### src/rtl/fmq_ram.sv
// generic single-write, single-read ram with registered read data
module fmq_ram #(
  parameter int WIDTH = 8,
  parameter int DEPTH = 64
) (
  input  logic                     clk_i,
  input  logic                     we_i,
  input  logic [$clog2(DEPTH)-1:0] waddr_i,
  input  logic [WIDTH-1:0]         wdata_i,
  input  logic [$clog2(DEPTH)-1:0] raddr_i,
  output logic [WIDTH-1:0]         rdata_o
);

  logic [WIDTH-1:0] mem_q [DEPTH];

  always_ff @(posedge clk_i) begin
    if (we_i) begin
      mem_q[waddr_i] <= wdata_i;
    end
    rdata_o <= mem_q[raddr_i];
  end

endmodule

### config.mk
export PLATFORM = sky130hd
export DESIGN_NAME = fmq_ram
export DESIGN_NICKNAME = d
export VERILOG_FILES = /design/src/rtl/fmq_ram.sv
export SDC_FILE = /design/constraint.sdc
export NUM_CORES = 1
export LEC_CHECK = 0
export BUFFER_PORTS_ARGS = -buffer_cell sky130_fd_sc_hd__buf_2
export CAP_MARGIN = 40
export CELL_PAD_IN_SITES_DETAIL_PLACEMENT = 0
export CELL_PAD_IN_SITES_GLOBAL_PLACEMENT = 2
export CORE_ASPECT_RATIO = 1.4
export CORE_MARGIN = 8
export CORE_UTILIZATION = 50
export DETAILED_ROUTE_END_ITERATION = 12
export PLACE_DENSITY = 0.8
export SLEW_MARGIN = 20
export SYNTH_ARGS = -nofsm -noshare
export SYNTH_HDL_FRONTEND = slang
export SYNTH_SLANG_ARGS = --single-unit
### constraint.sdc
create_clock -name clk_i -period 2.2 [get_ports clk_i]
set_input_delay 0.11 -clock clk_i [delete_from_list [all_inputs] [get_ports clk_i]]
set_output_delay 0.11 -clock clk_i [all_outputs]
set_load 0.01 [all_outputs]
==> summary.md <==
| Metric | Value |
|---|---|
| Outcome | finished clean |
| Area growth syn-to-layout | 16.0% |
| Slew @ Worst Pin | 702 ps |
| Final #Nets | 1135 |
| Yosys top cell area share | ~76% |
| Via count | 9945 |
| Fmax | around 0.47 GHz |
| Distinct cells, synth | 40 |
| Inserted Diodes | 0 |
| Switch share | 20.5% |
| Hold Violations, Final | 0 |
| Gp weighted congestion | between 0.7 and 0.8 |
| Switching power | between 4 and 5 mW |
| Synth top area cells | edfxtp_1, mux4_2, nor2_1 |
| Final ANT Viol Nets | 0 |
| Drt via density | about 5.9 |
| First-pass GRT wire length | 68400 um |
| Post-synthesis sequential area ratio | 77.0% |
| DRT iter0 DRCs | 841 |
| Core area | 40100 sq um |
| Peak VDD IR | 0.000696 V |
| Ys flop type | edfxtp_1 |
| Flop pwr share | between 50% and 60% |
| CP startpoint kind | flop |
| Post-Syn Area | 20200 sq um |
| Synth area leader | edfxtp_1 |
| H-tree Lvls | 2 |
| Final setup viols | 0 |
| Die area | 47100 sq um |
| Final Critical Period | 2110 ps |
| I/O Pins | 30 |
| EDFF count, synth | roughly 510 |
| Initial Util | 50.3% |
| Pwr Total | 19.9 mW |
| Max Buffers Root-to-Sink | 3 |
| Root Driver | clkbuf_16 |
| Die Height | 254 um |
| Mapped Avg Cell Area | 21.5 sq um |
| Synth Net Count | 962 |
| Pleak | 7.58 nW |
| Final worst-path cycle share | 95.8% |
| Pins Over Slew Limit | 0 |
| Residual DRC | 0 |
| Power Dens Cells | between 800 and 900 nW/um^2 |
| Worst Setup End Kind | flop |
| Num CTS Buffers | 47 |
| Post-Synthesis Cells | 940 |
| Total track usage | about 20% |
| CTS tree | yes |
| Vias in the first global route | 10388 |
| Worst slew margin | 53.2% |
| Internal cell power | 15.8 mW |
| CTS Sinks | between 500 and 600 |
| WL per Instance | roughly 27 um |
| Largest driver fanout on the critical path | 1 |
| Initial antenna violation count | 1 |
| Crit Path Class | reg2reg |
| TritonRoute pass-1 iters | 4 |
| #FFs+latches synth | 520 |
| Worst endpoint required time | 2630 ps |
| Grt total ovfl | 0 |
| Comb power frac | 5.6% |
| Non-Filler Instances | 1681 |
| Worst hold path type | in2reg |
| Drt total wl | 46000 um |
| Final Skew | 19.5 ps |
| Clock power frac | around two fifths |
| Row count | 87 |
| Largest net degree at the start of global routing | 65 |
| Port Buffers | 29 |
| Worst-path clk slew | 60 ps |
| Synth warn | 0 |
| Post-synth ARST share | 0% |
| Placed cells | ~1600 |
| Detailed Place HPWL | 29900 um |
| Postcts setup bufs | 0 |
| WP data arrival | 2540 ps |
| Layout cells sized above 1 | between 30% and 40% |
| Die Width | around 190 um |
| RSZ-0062 raised after global routing | false |
| Max-Cap Viols | 0 |
| Clock Latency Late Sink | 560 ps |
-- power groups by stage --
stage	clock, mW	sequential (mW)	combinational, mW
global placement	0	11.2	1.11
global route	8.31	11.0	1.19
floorplan	0	11.2	0.584
finish	7.81	11.0	1.12
CTS	7.95	11.0	1.13
detailed placement	0	11.2	1.13
-- cells in the final DEF (no fill, tap or decap), types with 4 or more instances in the layout --
cell | netlist | final
o221ai_1 | 8 | 8
edfxtp_1 | 512 | 512
buf_2 | 11 | 26
clkbuf_1 | 17 | 11
clkinv_1 | 0 | 11
mux2_2 | 13 | 13
nor3_1 | 7 | 7
nand3_1 | 13 | 13
a211oi_1 | 4 | 4
clkbuf_16 | 0 | 49
nand2b_1 | 7 | 7
dfxtp_1 | 8 | 8
buf_12 | 2 | 12
a221oi_1 | 6 | 6
nand2_1 | 19 | 19
mux2i_1 | 23 | 23
mux4_2 | 126 | 126
o22ai_1 | 8 | 8
buf_4 | 13 | 132
clkinv_2 | 0 | 7
nor2b_1 | 14 | 14
dlygate4sd3_1 | 0 | 4
nor2_1 | 83 | 83
-- worst max-delay path, stage by stage (launching register included) --
cell and delay [ps]:
edfxtp_1 360, mux4_2 470, mux2_2 310, o221a_2 280, nor3_1 310, buf_4 180
o32ai_1 70
-- per-stage QoR --
stage | utilization [%] | hold WS (ps) | instance area [sq um] | setup TNS (ps) | setup slack (ps)
3_5_place_dp | 54.6 | 551 | 21900 | -95.0 | -63.1
3_3_place_gp | 54.6 | 551 | 21900 | -94.5 | -84.4
5_1_grt | 58.4 | 50.7 | 23400 | 0 | 24.2
2_1_floorplan | - | 209 | 20200 | 0 | 422
4_1_cts | 58.3 | 42.9 | 23400 | 0 | 107
6_report | 58.4 | 39.3 | 23400 | 0 | 92.1
-- path summary, 6_finish.rpt --
kind           startpoint           end  slack, ps  cells past startpoint
min reg2reg  mem_q[31][4]    rdata_o[4]        810                      3
max          mem_q[28][4]    rdata_o[4]         90                      6
min            wdata_i[5]  mem_q[51][5]         40                      1
max reg2reg  mem_q[28][4]    rdata_o[4]         90                      6
-- flip-flops by register name, summed over array words and instances (netlist names) --
signal / count
mem_q: 512
rdata_o: 8
-- metal layers --
layer,global-route usage [%],vias up,share of wire [%]
li1,-,4261,-
met1,24.9,5262,38
met2,34.9,343,53
met3,3.56,79,6.0
met4,8.14,0,3.9
met5,0,-,0
-- timing repair --
action / 4_1_cts / 5_1_grt
hold buffers: 3 / 1
hold endpoints to repair: 48 / 4
gates resized for setup: 0 / 0
-- synth_stat cells, drive strengths merged, types with 3 or more instances --
| library cell | number |
|---|---|
| edfxtp | 512 |
| nand3 | 13 |
| o221ai | 8 |
| dfxtp | 8 |
| nor3 | 7 |
| mux4 | 126 |
| buf | 34 |
| o21ai | 4 |
| nand2b | 7 |
| a21oi | 3 |
| a22oi | 3 |
| clkbuf | 17 |
| nor2b | 14 |
| a221oi | 6 |
| o22ai | 8 |
| o2bb2ai | 3 |
| mux2 | 13 |
| o2111ai | 3 |
| a211oi | 4 |
| nand3b | 3 |
| mux2i | 23 |
| nor2 | 83 |
| nand2 | 19 |
-- area by class of cell --
cell class                 count  area (sq um)
fill                        3004         16700
sequential                   520         15500
multi-input combinational    369          4320
timing repair buffer         175          1420
clock buffer                  60          1270
tap                          534           668
clock inverter                23           184
-- logic make-up after synthesis --
logic type / Yosys count / share of synthesized area, %
DFF: 520 / 77.0
AOI/OAI and AO/OA: 54 / 2.07
buffers and inverters: 51 / 1.57
and+or+nand+nor: 153 / 3.39
muxes: 162 / 15.9
Note: power is estimated with default switching activity, not from simulation.
