$ cat config.mk
export PLATFORM = sky130hd
export DESIGN_NAME = fmq_alu
export DESIGN_NICKNAME = d
export VERILOG_FILES = /design/src/rtl/fmq_pkg.sv /design/src/rtl/fmq_alu.sv
export SDC_FILE = /design/constraint.sdc
export NUM_CORES = 1
export LEC_CHECK = 0
export BUFFER_PORTS_ARGS = -buffer_cell sky130_fd_sc_hd__clkbuf_2
export CAP_MARGIN = 20
export CELL_PAD_IN_SITES_DETAIL_PLACEMENT = 0
export CELL_PAD_IN_SITES_GLOBAL_PLACEMENT = 1
export CORE_UTILIZATION = 25
export DETAILED_ROUTE_END_ITERATION = 8
export PLACE_DENSITY_LB_ADDON = 0.1
export SYNTH_ARGS = -nofsm -noshare
export SYNTH_HDL_FRONTEND = slang
export SYNTH_SLANG_ARGS = --single-unit
export TNS_END_PERCENT = 20
$ cat constraint.sdc
create_clock -name vclk -period 3.1
set_input_delay 0.62 -clock vclk [all_inputs]
set_output_delay 0.62 -clock vclk [all_outputs]
set_load 0.05 [all_outputs]
$ cat src/rtl/fmq_pkg.sv
// shared types and codes for the ready-queue scheduler
package fmq_pkg;

  localparam logic [2:0] MODE_PUSH     = 3'd0;
  localparam logic [2:0] MODE_SELECT   = 3'd1;
  localparam logic [2:0] MODE_SETPRIO  = 3'd2;
  localparam logic [2:0] MODE_TO_MLFQ  = 3'd3;
  localparam logic [2:0] MODE_TO_FCFS  = 3'd4;

  localparam logic [2:0] ST_OK       = 3'd0;
  localparam logic [2:0] ST_NONE     = 3'd1;
  localparam logic [2:0] ST_BADPRIO  = 3'd2;
  localparam logic [2:0] ST_NOTFOUND = 3'd3;
  localparam logic [2:0] ST_INMODE   = 3'd4;
  localparam logic [2:0] ST_FULL     = 3'd5;

  localparam logic [1:0] TOP_PRIO   = 2'd3;
  localparam logic [1:0] LVL_FCFS   = 2'd3;

  typedef struct packed {
    logic [2:0]  mode;
    logic [5:0]  slot;
    logic [15:0] task_pid;
    logic [1:0]  level;
    logic [2:0]  new_priority;
    logic        reset_attrs;
  } in_t;

  typedef struct packed {
    logic [2:0]  status;
    logic [5:0]  chosen_slot;
    logic [15:0] chosen_pid;
    logic [1:0]  chosen_level;
  } out_t;

  typedef struct packed {
    logic        lt;
    logic        eq;
    logic [15:0] diff;
  } alu_res_t;

  typedef enum logic [23:0] {
    S_CLEAR     = 24'd1,
    S_IDLE      = 24'd1 << 1,
    S_REDUCE    = 24'd1 << 2,
    S_PUSH_ATTR = 24'd1 << 3,
    S_SEL_RD    = 24'd1 << 4,
    S_SEL_PID   = 24'd1 << 5,
    S_SCAN_A    = 24'd1 << 6,
    S_SCAN_B    = 24'd1 << 7,
    S_SCAN_C    = 24'd1 << 8,
    S_COMP_A    = 24'd1 << 9,
    S_COMP_B    = 24'd1 << 10,
    S_SP_A      = 24'd1 << 11,
    S_SP_B      = 24'd1 << 12,
    S_MV_A      = 24'd1 << 13,
    S_MV_B      = 24'd1 << 14,
    S_GA        = 24'd1 << 15,
    S_GB        = 24'd1 << 16,
    S_GC        = 24'd1 << 17,
    S_SA        = 24'd1 << 18,
    S_SB        = 24'd1 << 19,
    S_SJ_A      = 24'd1 << 20,
    S_SJ_B      = 24'd1 << 21,
    S_EMIT      = 24'd1 << 22,
    S_FINISH    = 24'd1 << 23
  } state_e;

endpackage

$ cat src/rtl/fmq_alu.sv
// shared compare and subtract unit
module fmq_alu
  import fmq_pkg::*;
(
  input  logic [15:0] a_i,
  input  logic [15:0] b_i,
  output alu_res_t    res_o
);

  logic [16:0] sub;

  assign sub        = {1'b0, a_i} - {1'b0, b_i};
  assign res_o.lt   = sub[16];
  assign res_o.eq   = (a_i == b_i);
  assign res_o.diff = sub[15:0];

endmodule

==> results of run 1 <==
[power by group]
group | total (mW) | internal [mW] | switching, mW | leakage [nW]
combinational | 0.490 | 0.181 | 0.309 | 0.821
sequential | 0 | 0 | 0 | 0
clock | 0 | 0 | 0 | 0
[area by class of cell]
type	count	area [um^2]
Timing Repair Buffer	66	415.4
Fill cell	462	2551
Tap cell	50	62.56
Inverter	24	90.09
Multi-Input combinational cell	120	996.0
[final timing paths]
kind	start	to	slack, ns	cells past startpoint
setup / recovery	b_i[7]	res_o[13]	0.09	9
hold / removal	a_i[15]	res_o[17]	1.70	4
[placed cells by master (no fill, tap or decap), types with 3 or more instances in the layout]
| cell type | synthesis | final |
|---|---|---|
| a211oi_2 | 3 | 5 |
| a21o_1 | 5 | 5 |
| nor2b_1 | 6 | 5 |
| nor4_1 | 3 | 3 |
| buf_4 | 0 | 16 |
| nand4_1 | 3 | 3 |
| nand2_1 | 5 | 5 |
| nand3_1 | 4 | 4 |
| nor2_1 | 9 | 9 |
| inv_1 | 23 | 23 |
| a21oi_1 | 11 | 10 |
| clkbuf_2 | 0 | 43 |
| o21ai_1 | 4 | 4 |
| ha_1 | 16 | 15 |
| xnor2_1 | 6 | 6 |
[cells in the mapped netlist (all sizes together), types with 3 or more instances]
cell type	number
inv	24
ha	16
a21oi	12
nor2	9
o21ai	8
nor2b	7
a21o	6
xnor2	6
a211oi	5
buf	5
nand2	5
and3	4
nand3	4
a311oi	3
and4	3
nand4	3
nor4	3
[cell families after synthesis]
logic type                 Yosys count  synth area share, %
buffers and inverters               29                12.77
muxes                                1                1.026
and+or+nand+nor                     46                24.86
AOI/OAI and AO/OA                   49                35.69
xor gates and xnor gates             7                5.587
adders and majority gates           17                20.07
[repair_timing]
action,CTS,global route
pin swaps,0,5
gates resized for setup,4,12
setup endpoints to repair,4,9
[layer usage]
layer  GRT usage [%]  vias up  share of wire (%)
met5               0        -                  0
met4               0        0                  0
met3               0        0                2.9
met2           25.49       30                 49
met1           18.20      542                 48
li1                -      669                  -
==> reports/results.txt, run 1 <==
Final Setup Violations = 0
Final WL = 3128 um
Wire per inst = 12.03 um
Slew headroom = 76.57%
Cell leakage power = 0.8207 nW
Post-layout util = 38.01%
Place WS = -0.08091 ns
Setup Buffers After CTS = 0
Setup TNS = 0 ns
Period utilization = 97.01%
# diodes = 0
Seq/Total Area, Yosys = 0%
Min Clock Period, post-route = 3.007 ns
Seq. cell area = 0 um^2
Unrepaired setup endpoints after global routing = true
Synth area leader = ha_1
Core area = 4115 um^2
DP HPWL = 2714 um
RePlAce Congestion = 0.7597
Top-level I/O count = 50
Fin nets = 261
Final Hold Violating Endpoints = 0
Vias = 1241
Layout Cells excl Fill = 260
Total GRT Usage = 13.58%
Antenna-violating nets left = 0
Vias in the first global route = 1149
CP endpoint kind = output pin
Vias per std cell = 4.773
DRT Pass-1 Iters = 4
Layout overhead on the synthesized area = 42.53%
Setup crit start kind = input port
Worst path top cell family by delay = compound AO/OA/AOI/OAI gates
Row cnt = 23
Max stage delay on crit path = 0.39 ns
Run status = finished, final reports clean
Share of layout cells above drive strength 1 = 44.29%
CP Cell Sequence = clkbuf_2 -> inv_1 -> ha_1 -> and3_1 -> nand4_1 -> a211oi_2 -> o21ai_1 -> a211oi_2 -> buf_6
DRC viols = 0
Placement Cell Area = 1520 um^2
FFs & Latches = 0
Final-report max-slew violation count = 0
Pin count of the biggest net entering global routing = 11
Yosys cell types = 50
First-pass GRT wire length = 5002 um
Max-cap violations = 0
Crit-path max FO = 5
Slew at the pin with the worst max-slew slack = 0.3498 ns
Initial Util = 26.66%
Post-placement cell count = 260
Yosys top cell area share = 18.24%
Post-Synthesis Cell Area = 1097 um^2
Yosys warnings = 0
Post-Synthesis Cells = 149
Initial DRC count = 29
GR Overflow Total = 0
Final Worst Setup Slack = 0.09283 ns
Power per cell area = 313.2 nW/um^2
VDD IR max = 0.0001118 V
CLK BUF = 0
Mean post-synth cell area = 7.364 um^2
Max stage delay cell, worst path = a211oi_2
Critical path class = in2out
Cell area after layout = 1564 um^2
Port buffer count = 50
Hold WS = 1.704 ns
Die area = 4658 um^2
Critical path required time = 2.48 ns
Arrival time worst endpoint = 2.39 ns
F_max = 332.5 MHz
Die Y = 68.25 um
Die W = 68.25 um
Overall power = 489.9 uW
Type of the most critical hold path = in2out
Largest cells by area after synthesis = ha_1 (18%), inv_1 (7.9%), a21oi_1 (5.0%)
Antenna violations before repair = 0
Synthesized Nets = 198
Number of buffers and inverters on the critical path = 3
Cell repeated most along the worst path = a211oi_2
Hold_buf cts = 0
Note: power is estimated with default switching activity, not from simulation.
==> run 2: changes to the inputs <==
--- a/config.mk
+++ b/config.mk
@@ -5,6 +5,7 @@
 export SDC_FILE = /design/constraint.sdc
 export NUM_CORES = 1
 export LEC_CHECK = 0
+export ABC_AREA = 1
 export BUFFER_PORTS_ARGS = -buffer_cell sky130_fd_sc_hd__clkbuf_2
 export CAP_MARGIN = 20
 export CELL_PAD_IN_SITES_DETAIL_PLACEMENT = 0
==> run 2 against run 1 <==
Effect of this change:
- total power fell by 17%
- setup slack improved by 0.17 ns
- clock-buffer cell count did not move
- global-route usage fell by 1.0 points
- largest power group unchanged
- final cell count rose by 20%
- via count fell by 0.89%
- largest cell class unchanged
- critical path type unchanged
- synthesized cell count rose by 42%
- fmax rose by 6.0%
- hold slack improved by 0.0092 ns
==> reports/results.txt, run 2 <==
Yosys cell types = 20
Antenna-violating nets left = 0
Cell repeated most along the worst path = nand2_1
CP Cell Sequence = clkbuf_2 -> inv_1 -> ha_1 -> fa_1 -> inv_1 -> nand2_1 -> nand3_4 -> nand2_1 -> nand2_1 -> xor2_1 -> clkbuf_2
Setup crit start kind = input port
Die area = 4591 um^2
Post-Synthesis Cells = 212
CLK BUF = 0
Worst setup startpoint = a_i[0]
VDD IR max = 0.0001389 V
Max stage delay cell, worst path = fa_1
Sequential power share = 0%
DRT Pass-1 Iters = 4
Place WS = 0.2718 ns
Number of buffers and inverters on the critical path = 4
Die Y = 67.76 um
Largest cells by area after synthesis = nand2_1 (28%), inv_1 (21%), ha_1 (19%)
Total GRT Usage = 12.54%
Max stage delay on crit path = 0.41 ns
Final-report max-slew violation count = 0
Layout overhead on the synthesized area = 28.94%
Power per cell area = 290.8 nW/um^2
Critical path class = in2out
Mean post-synth cell area = 5.099 um^2
Final Setup Violations = 0
Vias in the first global route = 1112
FFs & Latches = 0
GR Overflow Total = 0
Top post-synthesis cells by count = nand2_1 (82), inv_1 (60), ha_1 (16)
Synth area leader = nand2_1
Hold_buf cts = 0
Port buffer count = 50
Final Worst Setup Slack = 0.2636 ns
Worst path top cell family by delay = adder cells
Max-cap violations = 0
Post-Synthesis Cell Area = 1081 um^2
Period utilization = 91.50%
Vias per std cell = 3.942
Pin count of the biggest net entering global routing = 6
Final WL = 2686 um
Clk network pwr share = 0%
Arrival time worst endpoint = 2.22 ns
Critical path depth = 11
Synthesized Nets = 261
Area of the multi-input gates = 844.6 um^2
Die W = 67.76 um
Combinational share of power = 100.0%
Unrepaired setup endpoints after global routing = false
Final Hold Violating Endpoints = 0
Initial Util = 26.45%
Vias = 1230
Crit-path max FO = 3
Fin nets = 313
Slew headroom = 81.25%
Switching part of the total = 72.40%
First-pass GRT wire length = 4588 um
CP endpoint kind = output pin
Yosys top cell area share = 28.47%
P_sw = 293.4 uW
Type of the most critical hold path = in2out
Slew at the pin with the worst max-slew slack = 0.2825 ns
Yosys warnings = 0
Share of layout cells above drive strength 1 = 24.43%
Setup TNS = 0 ns
Setup Buffers After CTS = 0
RePlAce Congestion = 0.7871
F_max = 352.6 MHz
Seq. cell area = 0 um^2
Most frequent cell after synthesis = nand2_1
P_int = 111.8 uW
DP HPWL = 2452 um
Cell leakage power = 1.005 nW
# fillers = 501
Worst setup endpoint = res_o[8]
Wire per inst = 8.609 um
Top-level I/O count = 50
Post-CTS sizing = 0
Critical path required time = 2.48 ns
Row cnt = 23
Most frequent cells in the layout = nand2_1 (82), inv_1 (60), clkbuf_2 (50)
DRC viols = 0
Most common cell after layout, fill and taps aside = nand2_1
# diodes = 0
Antenna violations before repair = 0
Core area = 4086 um^2
Seq/Total Area, Yosys = 0%
Initial DRC count = 28
Min Clock Period, post-route = 2.836 ns
Run status = finished, final reports clean
## run 2: layer usage
metal  global-route usage [%]  wire length (um)  vias to the layer above
li1                         -                 -                      728
met1                    19.31              1500                      471
met2                    20.17              1071                       31
met3                   0.1689               114                        0
met4                        0                 0                        0
met5                        0                 0                        -
## run 2: worst min-delay path by stage
stage | from | cells past startpoint | endpoint | slack, ns
6_report | b_i[0] | 4 | res_o[0] | 1.71
5_1_grt | b_i[0] | 4 | res_o[0] | 1.74
4_1_cts | b_i[0] | 4 | res_o[0] | 1.71
3_5_place_dp | b_i[0] | 4 | res_o[0] | 1.71
3_3_place_gp | b_i[0] | 4 | res_o[0] | 1.71
2_1_floorplan | b_i[0] | 2 | res_o[0] | 1.55
## run 2: logic make-up after synthesis
kind of cell	Yosys count	synth area share (%)
compound gates	12	5.787
simple gates	113	46.30
xor+xnor	7	5.671
fa+ha+maj	17	20.37
buf+inv	63	21.88
## run 2: layout make-up
cell class	count	share of cell area, %
inverter	63	16.97
multi-input combinational	149	60.59
tap	50	4.488
timing repair buffer	50	17.95
## run 2: power groups by stage
stage / Clock (mW) / Sequential [mW] / Combinational [mW]
final: 0 / 0 / 0.405
after global routing: 0 / 0 / 0.451
after CTS: 0 / 0 / 0.411
after detailed placement: 0 / 0 / 0.409
after global placement: 0 / 0 / 0.412
after floorplan: 0 / 0 / 0.314
## run 2: tightest hold or removal path: stages
cell      delay, ns
clkbuf_2       0.08
ha_1           0.13
inv_1          0.04
clkbuf_2       0.22
## run 2: metrics by stage
step	total power, mW	util (%)	hold slack, ns	instance area (um^2)	instances
final	0.4053	34.11	1.713	1394	312
after global routing	0.4514	34.11	1.739	1394	312
after detailed placement	0.4093	34.11	1.708	1394	312
after global placement	0.4117	34.11	1.715	1394	312
after CTS	0.4110	34.11	1.710	1394	312
after floorplan	0.3141	-	1.546	1081	212
==> run 3: changes to the inputs <==
--- a/config.mk
+++ b/config.mk
@@ -5,12 +5,11 @@
 export SDC_FILE = /design/constraint.sdc
 export NUM_CORES = 1
 export LEC_CHECK = 0
-export ABC_AREA = 1
 export BUFFER_PORTS_ARGS = -buffer_cell sky130_fd_sc_hd__clkbuf_2
 export CAP_MARGIN = 20
 export CELL_PAD_IN_SITES_DETAIL_PLACEMENT = 0
 export CELL_PAD_IN_SITES_GLOBAL_PLACEMENT = 1
-export CORE_UTILIZATION = 25
+export CORE_UTILIZATION = 35
 export DETAILED_ROUTE_END_ITERATION = 8
 export PLACE_DENSITY_LB_ADDON = 0.1
 export SYNTH_ARGS = -nofsm -noshare
==> run 3 against run 2 <==
Effect of this change:
- the flow now finishes with violations (design-rule violations)
- combinational power is 18% higher
- sequential share of layout area stayed put
- final cell count is 24% lower
- critical path depth is 2 lower
- via count is 2.4% higher
- first-iteration DRC count is 18% higher
- routed wire length is 0.37% lower
- core utilization is 19 points higher
- total power is 17% higher
- global-route usage is 3.2 points higher
- non-clock buffer count is 13 higher
- die area is 27% lower
- critical endpoint is now res_o[9]
- largest cell class unchanged
- largest power group unchanged
==> reports/results.txt, run 3 (synthesis results as in run 1) <==
Die Y = 57.99 um
Placement Cell Area = 1451 um^2
Critical path required time = 2.48 ns
Wire per inst = 11.24 um
Die area = 3363 um^2
Seq. cell area = 0 um^2
Layout Cells excl Fill = 238
# diodes = 0
F_max = 331.8 MHz
Min Clock Period, post-route = 3.014 ns
Top-level I/O count = 50
Antenna-violating nets left = 0
Vias = 1259
First-pass GRT wire length = 4478 um
Failing checks = design-rule violations
Slew at the pin with the worst max-slew slack = 0.3566 ns
Overall power = 476.1 uW
Pin count of the biggest net entering global routing = 11
Cell leakage power = 0.8014 nW
Critical path class = in2out
CP endpoint kind = output pin
Most common cell after layout, fill and taps aside = clkbuf_2
Final Setup Violations = 0
RePlAce Congestion = 0.8039
CP Cell Sequence = clkbuf_2 -> inv_1 -> ha_1 -> and3_2 -> o211ai_4 -> a31oi_1 -> nor4_1 -> a211oi_2 -> clkbuf_2
DRC viols = 4
Period utilization = 97.22%
Setup crit start kind = input port
Share of layout cells above drive strength 1 = 43.48%
Max stage delay cell, worst path = ha_1
Core area = 2853 um^2
Port buffer count = 50
CLK BUF = 0
Fin nets = 258
VDD IR max = 0.0002020 V
Arrival time worst endpoint = 2.39 ns
Max stage delay on crit path = 0.34 ns
DRT Pass-1 Iters = 6
Vias per std cell = 5.290
Row cnt = 19
GR Overflow Total = 0
Max-cap violations = 0
Crit-path max FO = 5
Die W = 57.99 um
Antenna violations before repair = 0
Initial Util = 38.46%
Cell repeated most along the worst path = clkbuf_2
DP HPWL = 2308 um
Run status = finished with violations
Vias in the first global route = 1126
Power per cell area = 316.3 nW/um^2
Final WL = 2676 um
Type of the most critical hold path = in2out
Layout overhead on the synthesized area = 37.17%
Final-report max-slew violation count = 0
Slew headroom = 76.11%
Most frequent cells in the layout = clkbuf_2 (42), inv_1 (23), buf_4 (15)
Post-layout util = 52.76%
Unrepaired setup endpoints after global routing = true
Total GRT Usage = 15.72%
FFs & Latches = 0
Cell area after layout = 1505 um^2
Final Hold Violating Endpoints = 0
Initial DRC count = 33
Post-placement cell count = 237
## run 3: final timing paths
path | start | end | depth (start not counted)
worst max-delay path | b_i[4] | res_o[9] | 9
worst min-delay path | a_i[15] | res_o[17] | 4
## run 3: power by group
group / switching, mW / internal, mW / leakage, nW
sequential: 0 / 0 / 0
clock: 0 / 0 / 0
combinational: 0.302 / 0.174 / 0.801
total: 0.302 / 0.174 / 0.801
## run 3: metrics by stage
| step | hold slack, ns | TNS (ns) | worst slack [ns] |
|---|---|---|---|
| floorplan | 1.486 | -0.2493 | -0.1307 |
| global route | 1.684 | -0.1022 | -0.04725 |
| detailed placement | 1.712 | -0.01731 | -0.01731 |
| finish | 1.653 | 0 | 0.08614 |
| global placement | 1.714 | 0 | 0.01189 |
| CTS | 1.715 | 0 | 0.01345 |
## run 3: worst max-delay path, delay by kind of cell
kind	cells	cell delay [ns]
fa+ha+maj	1	0.34
buf+inv	3	0.41
simple gates	2	0.38
compound gates	3	0.64
## run 3: metal layers
layer	GRT usage, %	up-vias	share of wire [%]
met1	23.23	557	51
li1	-	667	-
met4	0	0	0
met5	0	-	0
met2	27.42	35	44
met3	0	0	4.6
## run 3: timing repair
item	in CTS	in global routing
hold buffers	0	0
resized for setup	2	24
endpoints found under the setup margin	2	9
pin swaps	0	2
setup buffers	0	1
endpoints found under the hold margin	0	0
## run 3: layout make-up
class / count / area, um^2
Fill cell: 296 / 1348
Inverter: 24 / 90.09
Multi-Input combinational cell: 120 / 984.7
Tap cell: 31 / 38.79
Timing Repair Buffer: 63 / 391.6
